[src/design/trhp_ram.sv]
module trhp_ram #(
	parameter int WIDTH = 8,
	parameter int DEPTH = 64
) (
	input logic clk,
	input logic we,
	input logic [$clog2(DEPTH)-1:0] waddr,
	input logic [WIDTH-1:0] wdata,
	input logic [$clog2(DEPTH)-1:0] raddr,
	output logic [WIDTH-1:0] rdata
);

	logic [WIDTH-1:0] mem_q [DEPTH];

	always_ff @(posedge clk) begin
		if (we) begin
			mem_q[waddr] <= wdata;
		end
		rdata <= mem_q[raddr];
	end

endmodule

[config.mk]
export PLATFORM = sky130hd
export DESIGN_NAME = trhp_ram
export DESIGN_NICKNAME = d
export VERILOG_FILES = /design/src/design/trhp_ram.sv
export SDC_FILE = /design/constraint.sdc
export NUM_CORES = 1
export LEC_CHECK = 0
export BUFFER_PORTS_ARGS = -buffer_cell sky130_fd_sc_hd__buf_2
export CORE_ASPECT_RATIO = 1.4
export CORE_MARGIN = 3
export CORE_UTILIZATION = 56
export DETAILED_ROUTE_END_ITERATION = 8
export PLACE_DENSITY = 0.72
export SETUP_SLACK_MARGIN = 0.1
export SLEW_MARGIN = 20
export SYNTH_ARGS = -nofsm -noshare
export SYNTH_HDL_FRONTEND = slang
export SYNTH_SLANG_ARGS = --single-unit
[constraint.sdc]
create_clock -name clk -period 5.74 [get_ports clk]
set_clock_uncertainty 0.1 [all_clocks]
set_input_delay 1.148 -clock clk [delete_from_list [all_inputs] [get_ports clk]]
set_output_delay 1.148 -clock clk [all_outputs]
set_load 0.01 [all_outputs]
==> run_results.csv <==
group,metric,value,unit
global_routing,grt_max_degree,74,
synth,syn_inst,940,
global_routing,grt_pass1_wl,65100,um
power_and_ir_drop,power_density,339,nW/um^2
global_routing,grt_antenna_before_repair,2,
timing,report.final.slew_viol_count,0,
clocking,cts_setup_buffers,0,
synth,ys_seq_area_frac,0.770,
drt,drtAntennaViolNets,0,
worst_setup_path,required,6060,ps
timing,final-hold-violation-count,0,
worst_setup_path,crit_type,"in -> reg",
floorplan,die_area,38400,sq um
synth,syn_nets,962,
timing,fmax,294,MHz
clocking,cts.sinks,520,
clocking,clock_path_buffers,3,
synth,synthDistinctLibCells,40,
worst_setup_path,startpoint_type,"input pin",
worst_setup_path,r2r_cells,5,
final_layout,antenna_cells,0,
worst_setup_path,crit_arrival,3730,ps
synth,synth_seq_cells,520,
placed_design,portBuffers,29,
worst_setup_path,worstSetupStartpoint,"raddr[0]",
floorplan,die_h,231,um
clocking,cts_tree,"yes",
drt,dr.pass1.iters,5,
synth,synth.avg_cell_area,21.5,sq um
power_and_ir_drop,p_leak,6.85,nW
floorplan,die_x,166,um
drt,vias_per_cell,6.50,
clocking,worst_skew_pair.late_latency,570,ps
synth,yosysWarningCount,0,
timing,finalCritPeriodShare,0.593,
global_routing,grt_pass1_vias,9795,
timing,holdWs,746,ps
final_layout,area_delta_synth_final,9.68,%
clocking,h-tree-depth,2,
global_routing,grt-ovfl-total,0,
drt,wl,43500,um
drt,drt-initial-drc-count,857,
floorplan,io_pins,30,
timing,max-slew-margin-rel,0.324,
drt,drc,0,
final_layout,final_util,0.627,
clocking,postCtsResizedCells,0,
worst_hold_path,hold_path.class,"reg -> reg",
worst_setup_path,timing.rr.start,"mem_q[3][0]",
clocking,clk_pin_slew,60,ps
drt,num_vias,9543,
power_and_ir_drop,ir_drop,0.223,mV
outcome,outcome,"finished, final reports clean",
worst_setup_path,rr_endpoint,"rdata[0]",
timing,finalSetupTns,0,ps
synth,synth-edff-count,512,
worst_setup_path,setup.worst_path.end,"rdata[4]",
synth,async_flop_share,0,
synth,synth.cell_area,20200,sq um
worst_hold_path,hp-start,"mem_q[18][2]",
placed_design,place_ws,1710,ps
drt,post_drt_wl_per_cell,29.6,um
timing,worst_pin_slew,1010,ps
floorplan,coreArea,35300,sq um
timing,rsz0062_at_grt,"no",
final_layout,drive_gt1_frac,0.246,
floorplan,std_cell_rows,81,
final_layout,layout_common_cells,"edfxtp_1 (512), mux4_2 (126), nor2_1 (83)",
clocking,cts_made_buffers,45,
floorplan,start_util,0.572,
clocking,holdBufCountCts,0,
power_and_ir_drop,total_power,7.50,mW
worst_setup_path,crit_fanout,73,
timing,layout_setup_ws,2340,ps
clocking,clockRootBuffer,"clkbuf_16",
worst_setup_path,setup.worst_path.end_class,"flip-flop",
final_layout,final_common_cell,"edfxtp_1",
final_layout,nets,1001,
timing,setup_viol,0,
synth,synth_ff_type,"edfxtp_1",
flow_run,maxCapViolCount,0,
global_routing,grt_usage,0.230,
placed_design,post-dp-hpwl,26300,um
placed_design,place.gp.congestion,0.824,
worst_setup_path,r2r_slack,3490,ps
timing,finalCriticalPeriod,3400,ps
## layout make-up
| class | count | area [sq um] |
|---|---|---|
| clock buffers | 63 | 1290 |
| well taps | 456 | 571 |
| repair buffers | 43 | 294 |
| fillers | 2414 | 13100 |
| clock inverters | 18 | 119 |
| flip-flops and latches | 520 | 15500 |
| multi-input cells | 369 | 4320 |
## cell families (layout without fill, tap and decap cells)
family                 Yosys count  after routing  share of synthesized area
flip-flops                     520            520                      0.770
AO/OA/AOI/OAI                   54             54                     0.0207
AND/OR/NAND/NOR                153            153                     0.0339
buffers and inverters           51            124                     0.0157
multiplexers                   162            162                      0.159
## power breakdown
part | switching (mW) | total [mW] | internal (mW)
Clock | 1.30 | 2.91 | 1.61
Combinational | 0.233 | 0.374 | 0.141
Sequential | 0.0147 | 4.22 | 4.20
## per-stage QoR
| step | area, sq um | instances |
|---|---|---|
| after floorplan | 20200 | 940 |
| after global placement | 20700 | 1388 |
| after detailed placement | 20700 | 1388 |
| after CTS | 22100 | 1469 |
| after global routing | 22100 | 1469 |
| final | 22100 | 1469 |
## synth_stat cells (4+ instances only)
library cell	instances	area share
mux2i_1	23	0.011
a221oi_1	6	0.0026
nor2b_1	14	0.0043
buf_2	11	0.0027
o22ai_1	8	0.0025
mux4_2	126	0.14
mux2_2	13	0.0073
buf_6	4	0.0022
a211oi_1	4	0.0015
clkbuf_1	17	0.0032
edfxtp_1	512	0.76
dfxtp_1	8	0.0079
nor2_1	83	0.015
nor3_1	7	0.0017
buf_4	13	0.0048
nand3_1	13	0.0032
buf_1	4	0.00074
o221ai_1	8	0.0035
nand2b_1	7	0.0022
nand2_1	19	0.0035
## how the worst min path moves through the flow
stage                    end  slack (ps)  cells past startpoint
floorplan           rdata[0]         620                      4
detailed placement  rdata[2]         730                      4
CTS                 rdata[2]         750                      4
global route        rdata[2]         780                      4
global placement    rdata[2]         720                      4
finish              rdata[2]         750                      4
## critical path: stages
cell	delay [ps]
clkbuf_8	660
buf_4	440
mux4_2	550
mux2_2	270
o221a_2	270
nor3_1	220
o32ai_1	110
## flip-flops by register name (all words and copies together) (netlist names)
signal and count:
rdata 8, mem_q 512
## layer usage
layer | vias to the layer above | share of wire | GRT usage
met3 | 91 | 0.071 | 0.0317
li1 | 4000 | - | -
met5 | - | 0.00025 | 0
met2 | 449 | 0.53 | 0.400
met1 | 5001 | 0.37 | 0.305
met4 | 2 | 0.035 | 0.0802
Note: power is estimated with default switching activity, not from simulation.
