==> config.mk <==
export PLATFORM = sky130hd
export DESIGN_NAME = trhp_front
export DESIGN_NICKNAME = d
export VERILOG_FILES = /design/src/design/trhp_pkg.sv /design/src/design/trhp_front.sv
export SDC_FILE = /design/constraint.sdc
export NUM_CORES = 1
export LEC_CHECK = 0
export BUFFER_PORTS_ARGS = -buffer_cell sky130_fd_sc_hd__buf_2
export CORE_MARGIN = 2
export CORE_UTILIZATION = 45
export CTS_CLUSTER_SIZE = 16
export DETAILED_ROUTE_END_ITERATION = 8
export PLACE_DENSITY = 0.65
export SLEW_MARGIN = 20
export SYNTH_ARGS = -nofsm -noshare
export SYNTH_HDL_FRONTEND = slang
export SYNTH_SLANG_ARGS = --single-unit
==> constraint.sdc <==
create_clock -name clk -period 5.28 [get_ports clk]
set_clock_uncertainty 0.2 [all_clocks]
set_input_delay 1.056 -clock clk [delete_from_list [all_inputs] [get_ports clk]]
set_output_delay 1.056 -clock clk [all_outputs]
set_load 0.05 [all_outputs]
==> src/design/trhp_pkg.sv <==
package trhp_pkg;

	localparam int CAPTURE_DEPTH = 4096;
	localparam int CAP_AW = $clog2(CAPTURE_DEPTH);
	localparam int CAP_LW = $clog2(CAPTURE_DEPTH + 1);
	localparam int JOB_Q_DEPTH = 2;
	localparam int JOB_QAW = $clog2(JOB_Q_DEPTH);
	localparam int OUT_W = 152;

	// event bit positions
	localparam int EV_RECORD = 0;
	localparam int EV_HELLO = 1;
	localparam int EV_CERT = 2;
	localparam int EV_KEYX = 3;
	localparam int EV_CREQ = 4;
	localparam int EV_DONE = 5;
	localparam int EV_ALERT = 6;
	localparam int EV_CCS = 7;
	localparam int EV_ERROR = 8;

	// record content types
	localparam logic [7:0] REC_CCS = 8'd20;
	localparam logic [7:0] REC_ALERT = 8'd21;
	localparam logic [7:0] REC_HS = 8'd22;
	localparam logic [7:0] REC_APP = 8'd23;

	// handshake message types
	localparam logic [7:0] HS_HELLO = 8'd2;
	localparam logic [7:0] HS_CERT = 8'd11;
	localparam logic [7:0] HS_KEYX = 8'd12;
	localparam logic [7:0] HS_CREQ = 8'd13;
	localparam logic [7:0] HS_DONE = 8'd14;

	localparam logic [7:0] ALERT_FATAL = 8'd2;
	localparam logic [7:0] CURVE_NAMED = 8'd3;
	localparam int REC_HDR_LAST = 4;
	localparam int HS_HDR_LAST = 3;
	localparam int HELLO_MIN = 38;
	localparam int SID_OFS = 34;
	localparam int SID_MAX = 32;
	localparam int CERT_HDR = 3;
	localparam int KEYX_MIN = 4;
	localparam int CNT_MAX = 2047;

	typedef struct packed {
		logic restart;
		logic err_only;
		logic pend_clear;
		logic oversize;
		logic trunc_clear;
		logic trunc_set;
		logic msg;
		logic [7:0] msg_kind;
		logic [CAP_LW-1:0] msg_len;
		logic rec_end;
		logic [7:0] rec_kind;
		logic rec_ge2;
		logic [7:0] alert0;
		logic [7:0] alert1;
	} job_t;

	typedef struct packed {
		logic idle;
		logic sticky;
		logic pend_err;
	} bstat_t;

	typedef enum logic [4:0] {
		B_IDLE,
		B_START,
		B_DISP,
		B_RD,
		B_RDW,
		B_H_VER,
		B_H_SID,
		B_H_CIPH,
		B_H_COMP,
		B_C_CHAIN,
		B_C_LOOP,
		B_C_LEN,
		B_C_END,
		B_K_0,
		B_K_NG,
		B_AFTER,
		B_FIN,
		B_EMIT
	} bstate_t;

endpackage

==> src/design/trhp_front.sv <==
module trhp_front (
	input logic clk,
	input logic arst_n,
	input logic s_tvalid,
	output logic s_tready,
	input logic [7:0] s_tdata,
	input logic [0:0] s_tuser,
	input logic [15:0] record_limit,
	input trhp_pkg::bstat_t stat,
	input logic q_empty,
	output logic push,
	output trhp_pkg::job_t job,
	output logic cap_we,
	output logic [trhp_pkg::CAP_AW-1:0] cap_waddr,
	output logic [7:0] cap_wdata
);
	import trhp_pkg::*;

	logic [2:0] rhc_q, n_rhc;
	logic [7:0] rkind_q, n_rkind;
	logic [15:0] rlen_q, n_rlen;
	logic [15:0] rrecv_q, n_rrecv;
	logic [7:0] al0_q, n_al0, al1_q, n_al1;
	logic [2:0] hhc_q, n_hhc;
	logic [7:0] hkind_q, n_hkind;
	logic [23:0] hlen_q, n_hlen;
	logic [23:0] hrecv_q, n_hrecv;
	logic acc;
	logic [7:0] b;

	assign s_tready = q_empty & stat.idle;
	assign acc = s_tvalid & s_tready;
	assign b = s_tdata;
	assign cap_wdata = s_tdata;
	assign cap_waddr = hrecv_q[CAP_AW-1:0];

	always_comb begin
		n_rhc = rhc_q;
		n_rkind = rkind_q;
		n_rlen = rlen_q;
		n_rrecv = rrecv_q;
		n_al0 = al0_q;
		n_al1 = al1_q;
		n_hhc = hhc_q;
		n_hkind = hkind_q;
		n_hlen = hlen_q;
		n_hrecv = hrecv_q;
		job = '0;
		cap_we = 1'b0;
		if (acc) begin
			if (s_tuser[0]) begin
				n_rhc = '0;
				n_rkind = '0;
				n_rlen = '0;
				n_rrecv = '0;
				n_al0 = '0;
				n_al1 = '0;
				n_hhc = '0;
				n_hkind = '0;
				n_hlen = '0;
				n_hrecv = '0;
				job.restart = 1'b1;
			end else if (stat.sticky) begin
				job.err_only = 1'b1;
			end else if (rhc_q <= 3'(REC_HDR_LAST)) begin
				n_rhc = rhc_q + 3'd1;
				case (rhc_q)
					3'd0: n_rkind = b;
					3'd3: n_rlen = {b, 8'h00};
					3'd4: n_rlen = {rlen_q[15:8], b};
					default: ;
				endcase
				if (rhc_q == 3'(REC_HDR_LAST)) begin
					n_rrecv = '0;
					job.pend_clear = 1'b1;
					if (n_rlen > record_limit) begin
						job.oversize = 1'b1;
					end else if (n_rlen == '0) begin
						// empty record closes at its header
						job.rec_end = 1'b1;
						job.rec_kind = rkind_q;
						job.rec_ge2 = 1'b0;
						job.alert0 = al0_q;
						job.alert1 = al1_q;
						n_rhc = '0;
						n_rlen = '0;
					end
				end
			end else begin
				if (rkind_q == REC_HS && !stat.pend_err) begin
					if (hhc_q <= 3'(HS_HDR_LAST)) begin
						if (hhc_q == '0) begin
							n_hkind = b;
							n_hlen = '0;
						end else begin
							n_hlen = {hlen_q[15:0], b};
						end
						n_hhc = hhc_q + 3'd1;
						if (hhc_q == 3'(HS_HDR_LAST)) begin
							n_hrecv = '0;
							job.trunc_clear = 1'b1;
							if (n_hlen == '0) begin
								job.msg = 1'b1;
								job.msg_kind = hkind_q;
								job.msg_len = '0;
								n_hhc = '0;
							end
						end
					end else begin
						if (hrecv_q < 24'(CAPTURE_DEPTH)) begin
							cap_we = 1'b1;
						end else begin
							job.trunc_set = 1'b1;
						end
						n_hrecv = hrecv_q + 24'd1;
						if (n_hrecv == hlen_q) begin
							job.msg = 1'b1;
							job.msg_kind = hkind_q;
							job.msg_len = (hlen_q < 24'(CAPTURE_DEPTH)) ?
								hlen_q[CAP_LW-1:0] : CAP_LW'(CAPTURE_DEPTH);
							n_hhc = '0;
							n_hkind = '0;
							n_hlen = '0;
							n_hrecv = '0;
						end
					end
				end else if (rkind_q == REC_ALERT && rrecv_q < 16'd2) begin
					if (rrecv_q[0]) begin
						n_al1 = b;
					end else begin
						n_al0 = b;
					end
				end
				n_rrecv = rrecv_q + 16'd1;
				if (n_rrecv >= rlen_q) begin
					job.rec_end = 1'b1;
					job.rec_kind = rkind_q;
					job.rec_ge2 = (rlen_q >= 16'd2);
					job.alert0 = n_al0;
					job.alert1 = n_al1;
					n_rhc = '0;
					n_rrecv = '0;
					n_rlen = '0;
				end
			end
		end
	end

	assign push = acc & (job.restart | job.err_only | job.pend_clear | job.trunc_clear |
		job.trunc_set | job.msg | job.rec_end);

	always_ff @(posedge clk or negedge arst_n) begin
		if (!arst_n) begin
			rhc_q <= '0;
			rkind_q <= '0;
			rlen_q <= '0;
			rrecv_q <= '0;
			al0_q <= '0;
			al1_q <= '0;
			hhc_q <= '0;
			hkind_q <= '0;
			hlen_q <= '0;
			hrecv_q <= '0;
		end else begin
			rhc_q <= n_rhc;
			rkind_q <= n_rkind;
			rlen_q <= n_rlen;
			rrecv_q <= n_rrecv;
			al0_q <= n_al0;
			al1_q <= n_al1;
			hhc_q <= n_hhc;
			hkind_q <= n_hkind;
			hlen_q <= n_hlen;
			hrecv_q <= n_hrecv;
		end
	end

endmodule

==> summary.md <==
| Metric | Value |
|---|---|
| Total grt overflow | 0 |
| WP data arrival | 3860 ps |
| Detailed placement HPWL | 18.8 mm |
| Startpoint Class | register |
| Port bufs | 108 |
| Status | complete, no violations |
| Avg Cell Area, Syn | 8.72 um^2 |
| Final Slew Violations | 0 |
| Post-Syn Area | 8360 um^2 |
| NumNets Final | 1115 |
| Seq/Total Area, Yosys | 35.3% |
| Worst-Margin Slew | 1020 ps |
| Max Clock Freq | 195 MHz |
| Hold Crit Class | register to register |
| H-tree Lvls | 4 |
| Synth cell types | 72 |
| DRC viols | 0 |
| Antenna violations before repair | 0 |
| Primary FF master, synth | dfrtp_1 |
| Starting density of the core | 46.2% |
| Clk sinks | 118 |
| Worst vdd ir | 0.253 mV |
| Via count | 7763 |
| Vias in the first global route | 7449 |
| Crit path kind | register to output pin |
| First-pass GRT wire length | 41.2 mm |
| Post-DP Area | 9110 um^2 |
| CP endpoint kind | output pin |
| Worst endpoint required time | 4020 ps |
| Initial drt markers | 615 |
| Top post-synthesis cells by area | dfrtp_1, a22o_1, ha_1 |
| Area leader, netlist | dfrtp_1 |
| TritonCTS clock tree | built |
| Most frequent cells after synthesis | dfrtp_1, nand2_1, nand3_1, a22o_1, inv_1 |
| Clk buf depth | 2 |
| Worst-Skew Late Latency | 420 ps |
| Die area | 19700 um^2 |
| Core Region | 18100 um^2 |
| Ant. Diodes | 0 |
| CTS Buf Count | 17 |
| Drt first pass iters | 5 |
| CTS Hold Bufs | 0 |
| Ports | 109 |
| Worst-path clk slew | 60 ps |
| Post-Syn Nets | 1030 |
| Relative slew slack | 31.7% |
| Cell with the most instances after synthesis | dfrtp_1 |
| WL final | 26.1 mm |
| Leak | 4.58 nW |
| Post-route ant nets | 0 |
| Setup_tns | 0 ps |
| Hold WS | 298 ps |
| Die H | 140 um |
| MaxCap Viol Count | 0 |
| Number of flops mapped to enable cells by yosys | 0 |
| Synth top area share | 35.3% |
| Post-synth ARST share | 100% |
| FF-to-FF setup slack | 1200 ps |
| Share of cells above drive strength 1 | 22.6% |
| Drt via density | 6.04 |
| Synth warn | 0 |
| GPL Wtd Cong | 0.965 |
| Synthesized flop and latch total | 118 |
| Area delta synth->final | 19.9% |
| Non-filler cells, final | 1285 |
| Largest fanout on the critical path | 10 |
| Pwr Density | 325 nW/um^2 |
| Setup-failing EPs final | 0 |
| DIE WIDTH | 140 um |
| Post-Syn Instances | 959 |
| Crit path time final | 5120 ps |
| Final design area excluding fillers | 10000 um^2 |
| Num rows | 49 |
| Final Cycle Share | 96.9% |
| WL per Instance | 20.3 um |
| Fin. Hold Viols | 0 |
| GRT Util Overall | 26.5% |
| Clock tree root buffer cell | clkbuf_16 |
| Largest net degree at the start of global routing | 46 |
| Cells after DPL | 1249 |
where the power goes:
group	switching [W]	internal, W
clock network	0.000434	0.000833
registers	0.000138	0.000997
logic	0.000513	0.000346
layout make-up:
| cell class | count | area [um^2] |
|---|---|---|
| inverters | 51 | 191 |
| multi-input cells | 712 | 5000 |
| clock buffers | 18 | 429 |
| repair inverters | 1 | 7.51 |
| flip-flops and latches | 118 | 2960 |
| well taps | 229 | 287 |
| clock inverters | 13 | 205 |
| repair buffers | 143 | 941 |
| fillers | 1624 | 8060 |
path summary, 6_finish.rpt:
path	endpoint	cells past startpoint	startpoint
setup / recovery	job[3]	17	rhc_q[0]$_DFFE_PN0P_
hold / removal	hkind_q[4]$_DFFE_PN0P_	1	hkind_q[4]$_DFFE_PN0P_
setup reg to reg	rlen_q[7]$_DFFE_PN0P_	14	rrecv_q[1]$_DFFE_PN0P_
hold reg to reg	hkind_q[4]$_DFFE_PN0P_	1	hkind_q[4]$_DFFE_PN0P_
max in group asynchronous	al1_q[5]$_DFFE_PN0P_	2	arst_n
min in group asynchronous	hrecv_q[20]$_DFFE_PN0P_	1	arst_n
cells in the final DEF, fill, tap and decap left out, types with 4 or more instances in the layout:
cell type | synthesis | final
o31ai_1 | 6 | 6
nor4_1 | 22 | 21
nand2b_1 | 18 | 18
dfrtp_2 | 0 | 5
or4_1 | 7 | 7
a31oi_1 | 21 | 9
and4_1 | 7 | 7
mux2_2 | 12 | 12
a21o_1 | 14 | 14
nor2_1 | 48 | 46
buf_6 | 5 | 8
and2_1 | 29 | 29
o21ai_1 | 9 | 12
mux2_1 | 6 | 6
ha_1 | 39 | 36
inv_1 | 51 | 50
nand3_1 | 69 | 69
nor3_1 | 23 | 21
xor2_1 | 14 | 14
buf_2 | 10 | 89
o21ai_0 | 46 | 41
clkinvlp_4 | 0 | 4
nand2_1 | 86 | 86
or3_1 | 6 | 6
buf_4 | 23 | 41
nor2b_1 | 17 | 16
xnor2_1 | 37 | 36
a22o_1 | 61 | 61
clkbuf_16 | 0 | 19
bufinv_16 | 0 | 5
nand4_1 | 14 | 14
dfrtp_1 | 118 | 113
and3_1 | 11 | 10
a31oi_2 | 0 | 11
a21oi_1 | 21 | 20
mux2i_1 | 12 | 12
state kept, by name (all words and copies together), names as in the netlist, 8 cells and up:
name	cells
rkind_q	8
rrecv_q	16
rlen_q	16
al0_q	8
hrecv_q	24
al1_q	8
hlen_q	24
hkind_q	8
worst max-delay path: stages (launching register included):
cell and delay, ps:
dfrtp_1 430, inv_1 130, ha_4 190, nand2_4 90, a21boi_4 300, nand2_1 80, o21ai_1 150, ha_1 190
nand4_1 120, or2_2 340, nor3_2 220, nor2_1 130, a211oi_4 200, buf_4 180, buf_12 140, nand2_1 70
a31oi_2 240, buf_6 210
logic make-up (layout without fill, tap and decap cells):
kind of cell / Yosys count / in the layout / synth area share (%)
fa+ha+maj: 39 / 39 / 5.83
compound gates: 217 / 217 / 18.4
xor+xnor: 51 / 51 / 5.34
buf+inv: 129 / 226 / 7.50
simple gates: 375 / 375 / 23.7
mux: 30 / 30 / 3.86
flops: 118 / 118 / 35.3
metrics by stage:
step                      power (W)  util (%)  worst slack (ps)
after global routing        0.00342      55.4             -21.4
after CTS                   0.00321      54.2              6.32
after global placement      0.00192      50.4               333
after detailed placement    0.00194      50.4               220
final                       0.00326      55.4               164
after floorplan             0.00168         -               113
layer usage:
metal  vias up  wire, um  global-route usage [%]
met3        68      1540                    5.57
met4         0       844                    8.93
li1       3627         -                       -
met1      3761     11100                    35.0
met2       307     12600                    43.4
met5         -         0                       0
repair_timing:
item                       CTS  global route
gates cloned                 1             3
setup buffers                0             1
resized for setup           15            55
pin swaps                    0             4
setup endpoints to repair   25            30
Power figures use the tool's default switching activity.
