<file path="src/design/trhp_pkg.sv">
package trhp_pkg;

	localparam int CAPTURE_DEPTH = 4096;
	localparam int CAP_AW = $clog2(CAPTURE_DEPTH);
	localparam int CAP_LW = $clog2(CAPTURE_DEPTH + 1);
	localparam int JOB_Q_DEPTH = 2;
	localparam int JOB_QAW = $clog2(JOB_Q_DEPTH);
	localparam int OUT_W = 152;

	// event bit positions
	localparam int EV_RECORD = 0;
	localparam int EV_HELLO = 1;
	localparam int EV_CERT = 2;
	localparam int EV_KEYX = 3;
	localparam int EV_CREQ = 4;
	localparam int EV_DONE = 5;
	localparam int EV_ALERT = 6;
	localparam int EV_CCS = 7;
	localparam int EV_ERROR = 8;

	// record content types
	localparam logic [7:0] REC_CCS = 8'd20;
	localparam logic [7:0] REC_ALERT = 8'd21;
	localparam logic [7:0] REC_HS = 8'd22;
	localparam logic [7:0] REC_APP = 8'd23;

	// handshake message types
	localparam logic [7:0] HS_HELLO = 8'd2;
	localparam logic [7:0] HS_CERT = 8'd11;
	localparam logic [7:0] HS_KEYX = 8'd12;
	localparam logic [7:0] HS_CREQ = 8'd13;
	localparam logic [7:0] HS_DONE = 8'd14;

	localparam logic [7:0] ALERT_FATAL = 8'd2;
	localparam logic [7:0] CURVE_NAMED = 8'd3;
	localparam int REC_HDR_LAST = 4;
	localparam int HS_HDR_LAST = 3;
	localparam int HELLO_MIN = 38;
	localparam int SID_OFS = 34;
	localparam int SID_MAX = 32;
	localparam int CERT_HDR = 3;
	localparam int KEYX_MIN = 4;
	localparam int CNT_MAX = 2047;

	typedef struct packed {
		logic restart;
		logic err_only;
		logic pend_clear;
		logic oversize;
		logic trunc_clear;
		logic trunc_set;
		logic msg;
		logic [7:0] msg_kind;
		logic [CAP_LW-1:0] msg_len;
		logic rec_end;
		logic [7:0] rec_kind;
		logic rec_ge2;
		logic [7:0] alert0;
		logic [7:0] alert1;
	} job_t;

	typedef struct packed {
		logic idle;
		logic sticky;
		logic pend_err;
	} bstat_t;

	typedef enum logic [4:0] {
		B_IDLE,
		B_START,
		B_DISP,
		B_RD,
		B_RDW,
		B_H_VER,
		B_H_SID,
		B_H_CIPH,
		B_H_COMP,
		B_C_CHAIN,
		B_C_LOOP,
		B_C_LEN,
		B_C_END,
		B_K_0,
		B_K_NG,
		B_AFTER,
		B_FIN,
		B_EMIT
	} bstate_t;

endpackage

</file>
<file path="src/design/trhp_back.sv">
module trhp_back (
	input logic clk,
	input logic arst_n,
	input trhp_pkg::job_t head,
	input logic q_empty,
	output logic pop,
	output trhp_pkg::bstat_t stat,
	output logic [trhp_pkg::CAP_AW-1:0] cap_raddr,
	input logic [7:0] cap_rdata,
	output logic m_tvalid,
	input logic m_tready,
	output logic [trhp_pkg::OUT_W-1:0] m_tdata
);
	import trhp_pkg::*;

	bstate_t state_q, state_n, ret_q;
	job_t job_q;
	logic [8:0] pend_q, ev_q, fin_ev;
	logic sticky_q, trunc_q;
	logic [15:0] ver_q, ciph_q, ng_q;
	logic [7:0] comp_q, alvl_q, adesc_q;
	logic [5:0] sid_q;
	logic [10:0] cnt_q;
	logic [23:0] first_q, chain_q;
	logic [CAP_LW-1:0] pos_q, walk_q;
	logic [CAP_AW-1:0] rd_addr_q;
	logic [1:0] rd_left_q;
	logic [23:0] acc_q;
	logic out_valid_q;
	logic [OUT_W-1:0] out_data_q;
	logic [15:0] len16, walk16;
	logic hl_short, sid_bad, cert_short, chain_cut, loop_go, cert_cut, emit_ok;
	logic [24:0] cert_sum;

	assign len16 = 16'(job_q.msg_len);
	assign walk16 = 16'(walk_q);
	assign hl_short = len16 < 16'(HELLO_MIN);
	assign sid_bad = (acc_q[7:0] > 8'(SID_MAX)) ||
		((16'(acc_q[7:0]) + 16'(HELLO_MIN)) > len16);
	assign cert_short = len16 < 16'(CERT_HDR);
	assign chain_cut = acc_q > (24'(job_q.msg_len) - 24'(CERT_HDR));
	assign loop_go = ((16'(pos_q) + 16'(CERT_HDR)) <= len16) &&
		((24'(pos_q) - 24'(CERT_HDR)) < chain_q);
	assign cert_sum = 25'(pos_q) + 25'(CERT_HDR) + 25'(acc_q);
	assign cert_cut = cert_sum > 25'(job_q.msg_len);
	assign emit_ok = !out_valid_q || m_tready;

	// record close events: pending events and the record bit, plus alert, ccs and unknown types
	always_comb begin
		fin_ev = pend_q;
		fin_ev[EV_RECORD] = 1'b1;
		if (job_q.rec_kind == REC_ALERT) begin
			if (job_q.rec_ge2 && job_q.alert0 == ALERT_FATAL) begin
				fin_ev[EV_ERROR] = 1'b1;
			end
			fin_ev[EV_ALERT] = 1'b1;
		end else if (job_q.rec_kind == REC_CCS) begin
			fin_ev[EV_CCS] = 1'b1;
		end else if (job_q.rec_kind != REC_HS && job_q.rec_kind != REC_APP) begin
			fin_ev[EV_ERROR] = 1'b1;
		end
	end

	always_comb begin
		state_n = state_q;
		case (state_q)
			B_IDLE: if (!q_empty) state_n = B_START;
			B_START: begin
				if (job_q.restart) state_n = B_IDLE;
				else if (job_q.err_only || job_q.oversize) state_n = B_EMIT;
				else if (job_q.msg) state_n = B_DISP;
				else if (job_q.rec_end) state_n = B_FIN;
				else state_n = B_IDLE;
			end
			B_DISP: begin
				case (job_q.msg_kind)
					HS_HELLO: state_n = hl_short ? B_AFTER : B_RD;
					HS_CERT: state_n = cert_short ? B_AFTER : B_RD;
					HS_KEYX: state_n = (len16 >= 16'(KEYX_MIN)) ? B_RD : B_AFTER;
					default: state_n = B_AFTER;
				endcase
			end
			B_RD: state_n = B_RDW;
			B_RDW: state_n = (rd_left_q == 2'd1) ? ret_q : B_RD;
			B_H_VER: state_n = B_RD;
			B_H_SID: state_n = sid_bad ? B_AFTER : B_RD;
			B_H_CIPH: state_n = B_RD;
			B_H_COMP: state_n = B_AFTER;
			B_C_CHAIN: state_n = chain_cut ? B_AFTER : B_C_LOOP;
			B_C_LOOP: state_n = loop_go ? B_RD : B_C_END;
			B_C_LEN: state_n = cert_cut ? B_C_END : B_C_LOOP;
			B_C_END: state_n = B_AFTER;
			B_K_0: state_n = (acc_q[7:0] == CURVE_NAMED) ? B_RD : B_AFTER;
			B_K_NG: state_n = B_AFTER;
			B_AFTER: state_n = job_q.rec_end ? B_FIN : B_IDLE;
			B_FIN: state_n = B_EMIT;
			B_EMIT: if (emit_ok) state_n = B_IDLE;
			default: state_n = B_IDLE;
		endcase
	end

	always_comb begin
		pop = (state_q == B_IDLE) && !q_empty;
		stat.idle = (state_q == B_IDLE);
		stat.sticky = sticky_q;
		stat.pend_err = pend_q[EV_ERROR];
		cap_raddr = rd_addr_q;
		m_tvalid = out_valid_q;
		m_tdata = out_data_q;
	end

	always_ff @(posedge clk or negedge arst_n) begin
		if (!arst_n) begin
			state_q <= B_IDLE;
			ret_q <= B_IDLE;
			job_q <= '0;
			pend_q <= '0;
			ev_q <= '0;
			sticky_q <= 1'b0;
			trunc_q <= 1'b0;
			ver_q <= '0;
			ciph_q <= '0;
			ng_q <= '0;
			comp_q <= '0;
			alvl_q <= '0;
			adesc_q <= '0;
			sid_q <= '0;
			cnt_q <= '0;
			first_q <= '0;
			chain_q <= '0;
			pos_q <= '0;
			walk_q <= '0;
			rd_addr_q <= '0;
			rd_left_q <= '0;
			acc_q <= '0;
			out_valid_q <= 1'b0;
			out_data_q <= '0;
		end else begin
			state_q <= state_n;
			case (state_q)
				B_IDLE: if (!q_empty) job_q <= head;
				B_START: begin
					if (job_q.restart) begin
						pend_q <= '0;
						sticky_q <= 1'b0;
						trunc_q <= 1'b0;
						ver_q <= '0;
						ciph_q <= '0;
						ng_q <= '0;
						comp_q <= '0;
						alvl_q <= '0;
						adesc_q <= '0;
						sid_q <= '0;
						cnt_q <= '0;
						first_q <= '0;
						chain_q <= '0;
					end else if (job_q.err_only) begin
						ev_q <= 9'(1) << EV_ERROR;
					end else begin
						if (job_q.pend_clear) pend_q <= '0;
						if (job_q.oversize) begin
							sticky_q <= 1'b1;
							ev_q <= 9'(1) << EV_ERROR;
						end
						if (job_q.trunc_clear) trunc_q <= 1'b0;
						if (job_q.trunc_set) trunc_q <= 1'b1;
					end
				end
				B_DISP: begin
					case (job_q.msg_kind)
						HS_HELLO: begin
							if (hl_short) begin
								pend_q[EV_ERROR] <= 1'b1;
							end else begin
								rd_addr_q <= '0;
								rd_left_q <= 2'd2;
								acc_q <= '0;
								ret_q <= B_H_VER;
							end
						end
						HS_CERT: begin
							if (cert_short) begin
								pend_q[EV_ERROR] <= 1'b1;
							end else begin
								rd_addr_q <= '0;
								rd_left_q <= 2'd3;
								acc_q <= '0;
								ret_q <= B_C_CHAIN;
							end
						end
						HS_KEYX: begin
							ng_q <= '0;
							if (len16 >= 16'(KEYX_MIN)) begin
								rd_addr_q <= '0;
								rd_left_q <= 2'd1;
								acc_q <= '0;
								ret_q <= B_K_0;
							end else begin
								pend_q[EV_KEYX] <= 1'b1;
							end
						end
						HS_CREQ: pend_q[EV_CREQ] <= 1'b1;
						HS_DONE: pend_q[EV_DONE] <= 1'b1;
						default: ;
					endcase
				end
				B_RDW: begin
					acc_q <= {acc_q[15:0], cap_rdata};
					rd_addr_q <= rd_addr_q + 1'b1;
					rd_left_q <= rd_left_q - 2'd1;
				end
				B_H_VER: begin
					ver_q <= acc_q[15:0];
					rd_addr_q <= CAP_AW'(SID_OFS);
					rd_left_q <= 2'd1;
					acc_q <= '0;
					ret_q <= B_H_SID;
				end
				B_H_SID: begin
					if (sid_bad) begin
						pend_q[EV_ERROR] <= 1'b1;
					end else begin
						sid_q <= acc_q[5:0];
						rd_addr_q <= CAP_AW'(SID_OFS + 1) + CAP_AW'(acc_q[7:0]);
						rd_left_q <= 2'd2;
						acc_q <= '0;
						ret_q <= B_H_CIPH;
					end
				end
				B_H_CIPH: begin
					ciph_q <= acc_q[15:0];
					rd_addr_q <= CAP_AW'(SID_OFS + 3) + CAP_AW'(sid_q);
					rd_left_q <= 2'd1;
					acc_q <= '0;
					ret_q <= B_H_COMP;
				end
				B_H_COMP: begin
					comp_q <= acc_q[7:0];
					pend_q[EV_HELLO] <= 1'b1;
				end
				B_C_CHAIN: begin
					chain_q <= acc_q;
					if (chain_cut) begin
						trunc_q <= 1'b1;
						pend_q[EV_CERT] <= 1'b1;
					end else begin
						pos_q <= CAP_LW'(CERT_HDR);
						walk_q <= '0;
					end
				end
				B_C_LOOP: begin
					if (loop_go) begin
						rd_addr_q <= pos_q[CAP_AW-1:0];
						rd_left_q <= 2'd3;
						acc_q <= '0;
						ret_q <= B_C_LEN;
					end
				end
				B_C_LEN: begin
					if (walk_q == '0) first_q <= acc_q;
					if (cert_cut) begin
						trunc_q <= 1'b1;
					end else begin
						pos_q <= cert_sum[CAP_LW-1:0];
						walk_q <= walk_q + 1'b1;
					end
				end
				B_C_END: begin
					cnt_q <= (walk16 > 16'(CNT_MAX)) ? 11'(CNT_MAX) : walk16[10:0];
					pend_q[EV_CERT] <= 1'b1;
				end
				B_K_0: begin
					if (acc_q[7:0] == CURVE_NAMED) begin
						rd_addr_q <= CAP_AW'(1);
						rd_left_q <= 2'd2;
						acc_q <= '0;
						ret_q <= B_K_NG;
					end else begin
						pend_q[EV_KEYX] <= 1'b1;
					end
				end
				B_K_NG: begin
					ng_q <= acc_q[15:0];
					pend_q[EV_KEYX] <= 1'b1;
				end
				B_FIN: begin
					ev_q <= fin_ev;
					if (job_q.rec_kind == REC_ALERT && job_q.rec_ge2) begin
						alvl_q <= job_q.alert0;
						adesc_q <= job_q.alert1;
					end
					if (fin_ev[EV_ERROR]) sticky_q <= 1'b1;
					pend_q <= '0;
				end
				default: ;
			endcase

			// result register
			if (state_q == B_EMIT && emit_ok) begin
				out_valid_q <= 1'b1;
				out_data_q <= {5'd0, trunc_q, adesc_q, alvl_q, ng_q, chain_q, first_q,
					cnt_q, sid_q, comp_q, ciph_q, ver_q, ev_q};
			end else if (m_tready) begin
				out_valid_q <= 1'b0;
			end
		end
	end

endmodule

</file>
<file path="config.mk">
export PLATFORM = sky130hd
export DESIGN_NAME = trhp_back
export DESIGN_NICKNAME = d
export VERILOG_FILES = /design/src/design/trhp_pkg.sv /design/src/design/trhp_back.sv
export SDC_FILE = /design/constraint.sdc
export NUM_CORES = 1
export LEC_CHECK = 0
export BUFFER_PORTS_ARGS = -buffer_cell sky130_fd_sc_hd__buf_2
export CAP_MARGIN = 10
export CORE_UTILIZATION = 59
export CTS_CLUSTER_SIZE = 10
export DETAILED_ROUTE_END_ITERATION = 6
export GPL_ROUTABILITY_DRIVEN = 0
export PLACE_DENSITY = 0.8
export SLEW_MARGIN = 20
export SYNTH_ARGS = -nofsm -noshare
export SYNTH_HDL_FRONTEND = slang
export SYNTH_SLANG_ARGS = --single-unit
</file>
<file path="constraint.sdc">
create_clock -name clk -period 5.7 [get_ports clk]
set_input_delay 0.57 -clock clk [delete_from_list [all_inputs] [get_ports clk]]
set_output_delay 0.57 -clock clk [all_outputs]
set_load 0.02 [all_outputs]
</file>
==> metrics.yaml <==
outcome:
  status: "finished with violations"
  violations: "design-rule violations"
cells_and_area:
  syn_to_final_growth_pct: 13.37
  layout_common_cells: "dfrtp_1, nand2_1, buf_2"
  drive_gt1_share_pct: 22.18
  fillerInstances: 2665
  diodes: 0
  final_common_cell: "dfrtp_1"
  final_nets: 2491
detailed_routing:
  drc: 33
  viasPerCell: 6.223
  wl_per_cell_um: 20.77
  vias: 17231
  wl_um: 57500
  ant_nets: 0
  drt_first_pass_iters: 7
  dr.first_iter.drc_count: 1831
synth:
  synth_area_um2: 21480
  async_flop_share_pct: 100.0
  synth_cell_types: 71
  synth_cells: 2108
  synth_area_leaders: "dfrtp_1, mux2_2, ha_1"
  ys_seq_elements: 429
  ys_seq_area_share_pct: 49.99
  synth_top_area_share_pct: 49.99
  synth_top_area_cell: "dfrtp_1"
  synth_top_flop_cell: "dfrtp_1"
  syn_avg_cell_area_um2: 10.19
  synth_edf_count: 0
  yosysWarnings: 0
die:
  dieArea_um2: 37170
  core_area_um2: 35660
  num_io_pins: 235
  initial_utilization_pct: 60.23
  num_rows: 69
  die_w_um: 192.8
  die_h_um: 192.8
clock_tree:
  htreeDepth: 2
  clk_latency_ns: 0.56
  cts_setup_buffers: 0
  cts_resized: 0
  cts_buffers: 49
  clk_transition_reported_paths_ns: 0.05
  cts_hold_buffers: 0
  cts_sinks: 429
  cts_tree: "done"
  clockBufferDepth: 3
  clockRootBuffer: "clkbuf_16"
pwr:
  p_per_area_nw_per_um2: 500.6
  power_frac_comb_pct: 42.1
  static-leakage-power_nw: 12.22
  p_int_mw: 7.223
  power.switching_mw: 4.967
  swShare_pct: 40.74
  vdd_ir_drop_max_mv: 0.3848
  seqPwrFrac_pct: 35.7
  p_clk_share_pct: 22.2
timing:
  setup_viol: 0
  worst_slack_ns: 0.4566
  period_minus_slack_ns: 5.243
  slew_viol_final: 0
  final.setup.tns_ns: 0
  rsz0062_at_grt: "no"
  fmax_mhz: 190.7
  finalClockSkew_ns: 0.01786
  period_share_pct: 91.99
  hold_violations: 0
  relSlewSlack_pct: 26.54
  worst_pin_slew_ns: 1.098
critical_path:
  crit_fanout: 11
  cp.required_ns: 6.16
  cp-start-kind: "flop"
  worst-setup-path-type: "reg2reg"
  worst_setup_path_end_kind: "flop"
  cpPeakStageDelay_ns: 0.63
  cp_slowest_cell: "or4_1"
  reg2reg_depth: 18
  cp_cell_sequence: "inv_1 -> ha_1 -> inv_1 -> ha_1 -> fa_1 -> a211oi_2 -> o21ai_0 -> a21oi_1 -> xnor2_1 -> ha_1 -> nand4_1 -> or4_1 -> o21ai_0 -> a21oi_1 -> a211oi_2 -> nand4_1 -> or4_1 -> a21oi_1"
  worst_ep_arrival_time_ns: 5.71
placement:
  dp_hpwl_um: 40400
  preCtsSetupSlack_ns: 0.6433
  port_buffers: 229
global_route:
  grt_pass1_wl_um: 90530
  antenna_found_initial: 1
  grt_max_degree: 143
  first_global_vias: 16979
  grt_usage_pct: 31.48
  overflow: 0
job:
  maxCapViolCount: 0
min_path:
  min_path_type: "in2async"
## stage by stage
stage / hold WS, ns / instance area (um^2) / total power [mW] / util (%) / cells
after detailed placement: 0.4513 / 23060 / 9.381 / 64.66 / 2713
after floorplan: 0.2744 / 21490 / 7.772 / - / 2112
after global placement: 0.4477 / 23060 / 9.132 / 64.66 / 2713
after CTS: 0.1262 / 24350 / 12.13 / 68.29 / 2769
final: 0.08814 / 24350 / 12.19 / 68.29 / 2769
after global routing: 0.1709 / 24350 / 12.96 / 68.29 / 2769
## registers in the layout, indices dropped and copies added (netlist names), 12 cells and up
| register | cells |
|---|---|
| first_q | 24 |
| pos_q | 13 |
| ciph_q | 16 |
| chain_q | 24 |
| acc_q | 24 |
| job_q | 54 |
| cap_raddr | 12 |
| ver_q | 16 |
| ng_q | 16 |
| m_tdata | 147 |
| walk_q | 13 |
## power by group through the flow
stage / clock (mW) / sequential, mW / combinational (mW)
6_report: 2.71 / 4.36 / 5.13
5_1_grt: 2.85 / 4.43 / 5.68
4_1_cts: 2.73 / 4.33 / 5.06
3_5_place_dp: 0 / 4.38 / 5.01
3_3_place_gp: 0 / 4.33 / 4.80
2_1_floorplan: 0 / 4.20 / 3.57
## critical path: cells and delay by family, from the launching register on
family / cells / cell delay, ns
adder cells (fa/ha/maj): 4 / 1.32
buffers and inverters: 2 / 0.17
XOR/XNOR: 1 / 0.12
flip-flops: 1 / 0.47
AND/OR/NAND/NOR: 4 / 1.71
AO/OA/AOI/OAI: 7 / 1.37
## cells in the mapped netlist, types with 4 or more instances
cell type / number
dfrtp_1: 429
nand2_1: 294
mux2_2: 171
o21ai_0: 161
ha_1: 121
nor2_1: 118
clkbuf_1: 109
nand3_1: 104
a21oi_1: 79
inv_1: 78
o31ai_1: 44
a22o_1: 38
xnor2_1: 38
nor3_1: 34
nand4_1: 26
xor2_1: 23
a211oi_1: 17
nand2b_1: 15
a21o_1: 13
and3_1: 13
nor4_1: 13
a31oi_1: 11
o22ai_1: 11
or4_1: 11
mux2i_1: 8
o211ai_1: 8
o21a_1: 8
and2_1: 7
buf_4: 7
a211o_1: 6
buf_1: 6
or3_1: 6
nor2b_1: 5
o2111ai_1: 5
or2_2: 5
a221oi_1: 4
o21bai_1: 4
## path summary, 6_finish.rpt
kind	start	end	slack, ns
worst min-delay path	arst_n	m_tdata[106]	0.09
worst min register to register	first_q[17]	first_q[17]	0.46
worst max register to register	pos_q[1]	walk_q[10]	0.46
min in group clk	head[31]	job_q[31]	0.23
max in group asynchronous	arst_n	m_tdata[31]	4.31
worst max-delay path	pos_q[1]	walk_q[10]	0.46
## kinds of logic (layout without fill, tap and decap cells)
logic type,count (synthesis),after routing,share of synthesized area [%]
fa+ha+maj,122,122,7.142
buf+inv,204,400,3.711
other cells,1,5,0.01746
mux,179,179,9.339
compound gates,439,439,12.96
xor+xnor,61,61,2.488
flops,429,429,49.99
simple gates,673,673,14.36
## cell type report
cell class              instances  area (um^2)  share of cell area (%)
clock buffers                  56         1292                   5.308
inverters                      78        292.8                   1.202
multi-input cells            1479         9992                   41.04
flip-flops and latches        429        10740                   44.09
well taps                     461        576.8                   2.369
repair buffers                266         1459                   5.992
## per-layer routing
layer	vias up	track usage (%)	share of wire, %	wire length (um)
met5	-	0	0.023	13
met4	2	13.11	4.0	2298
met3	185	6.347	8.4	4853
met2	846	50.50	47	27060
met1	8353	41.66	40	23280
li1	7845	-	-	-
No activity file was read; power rests on OpenSTA's default activity.
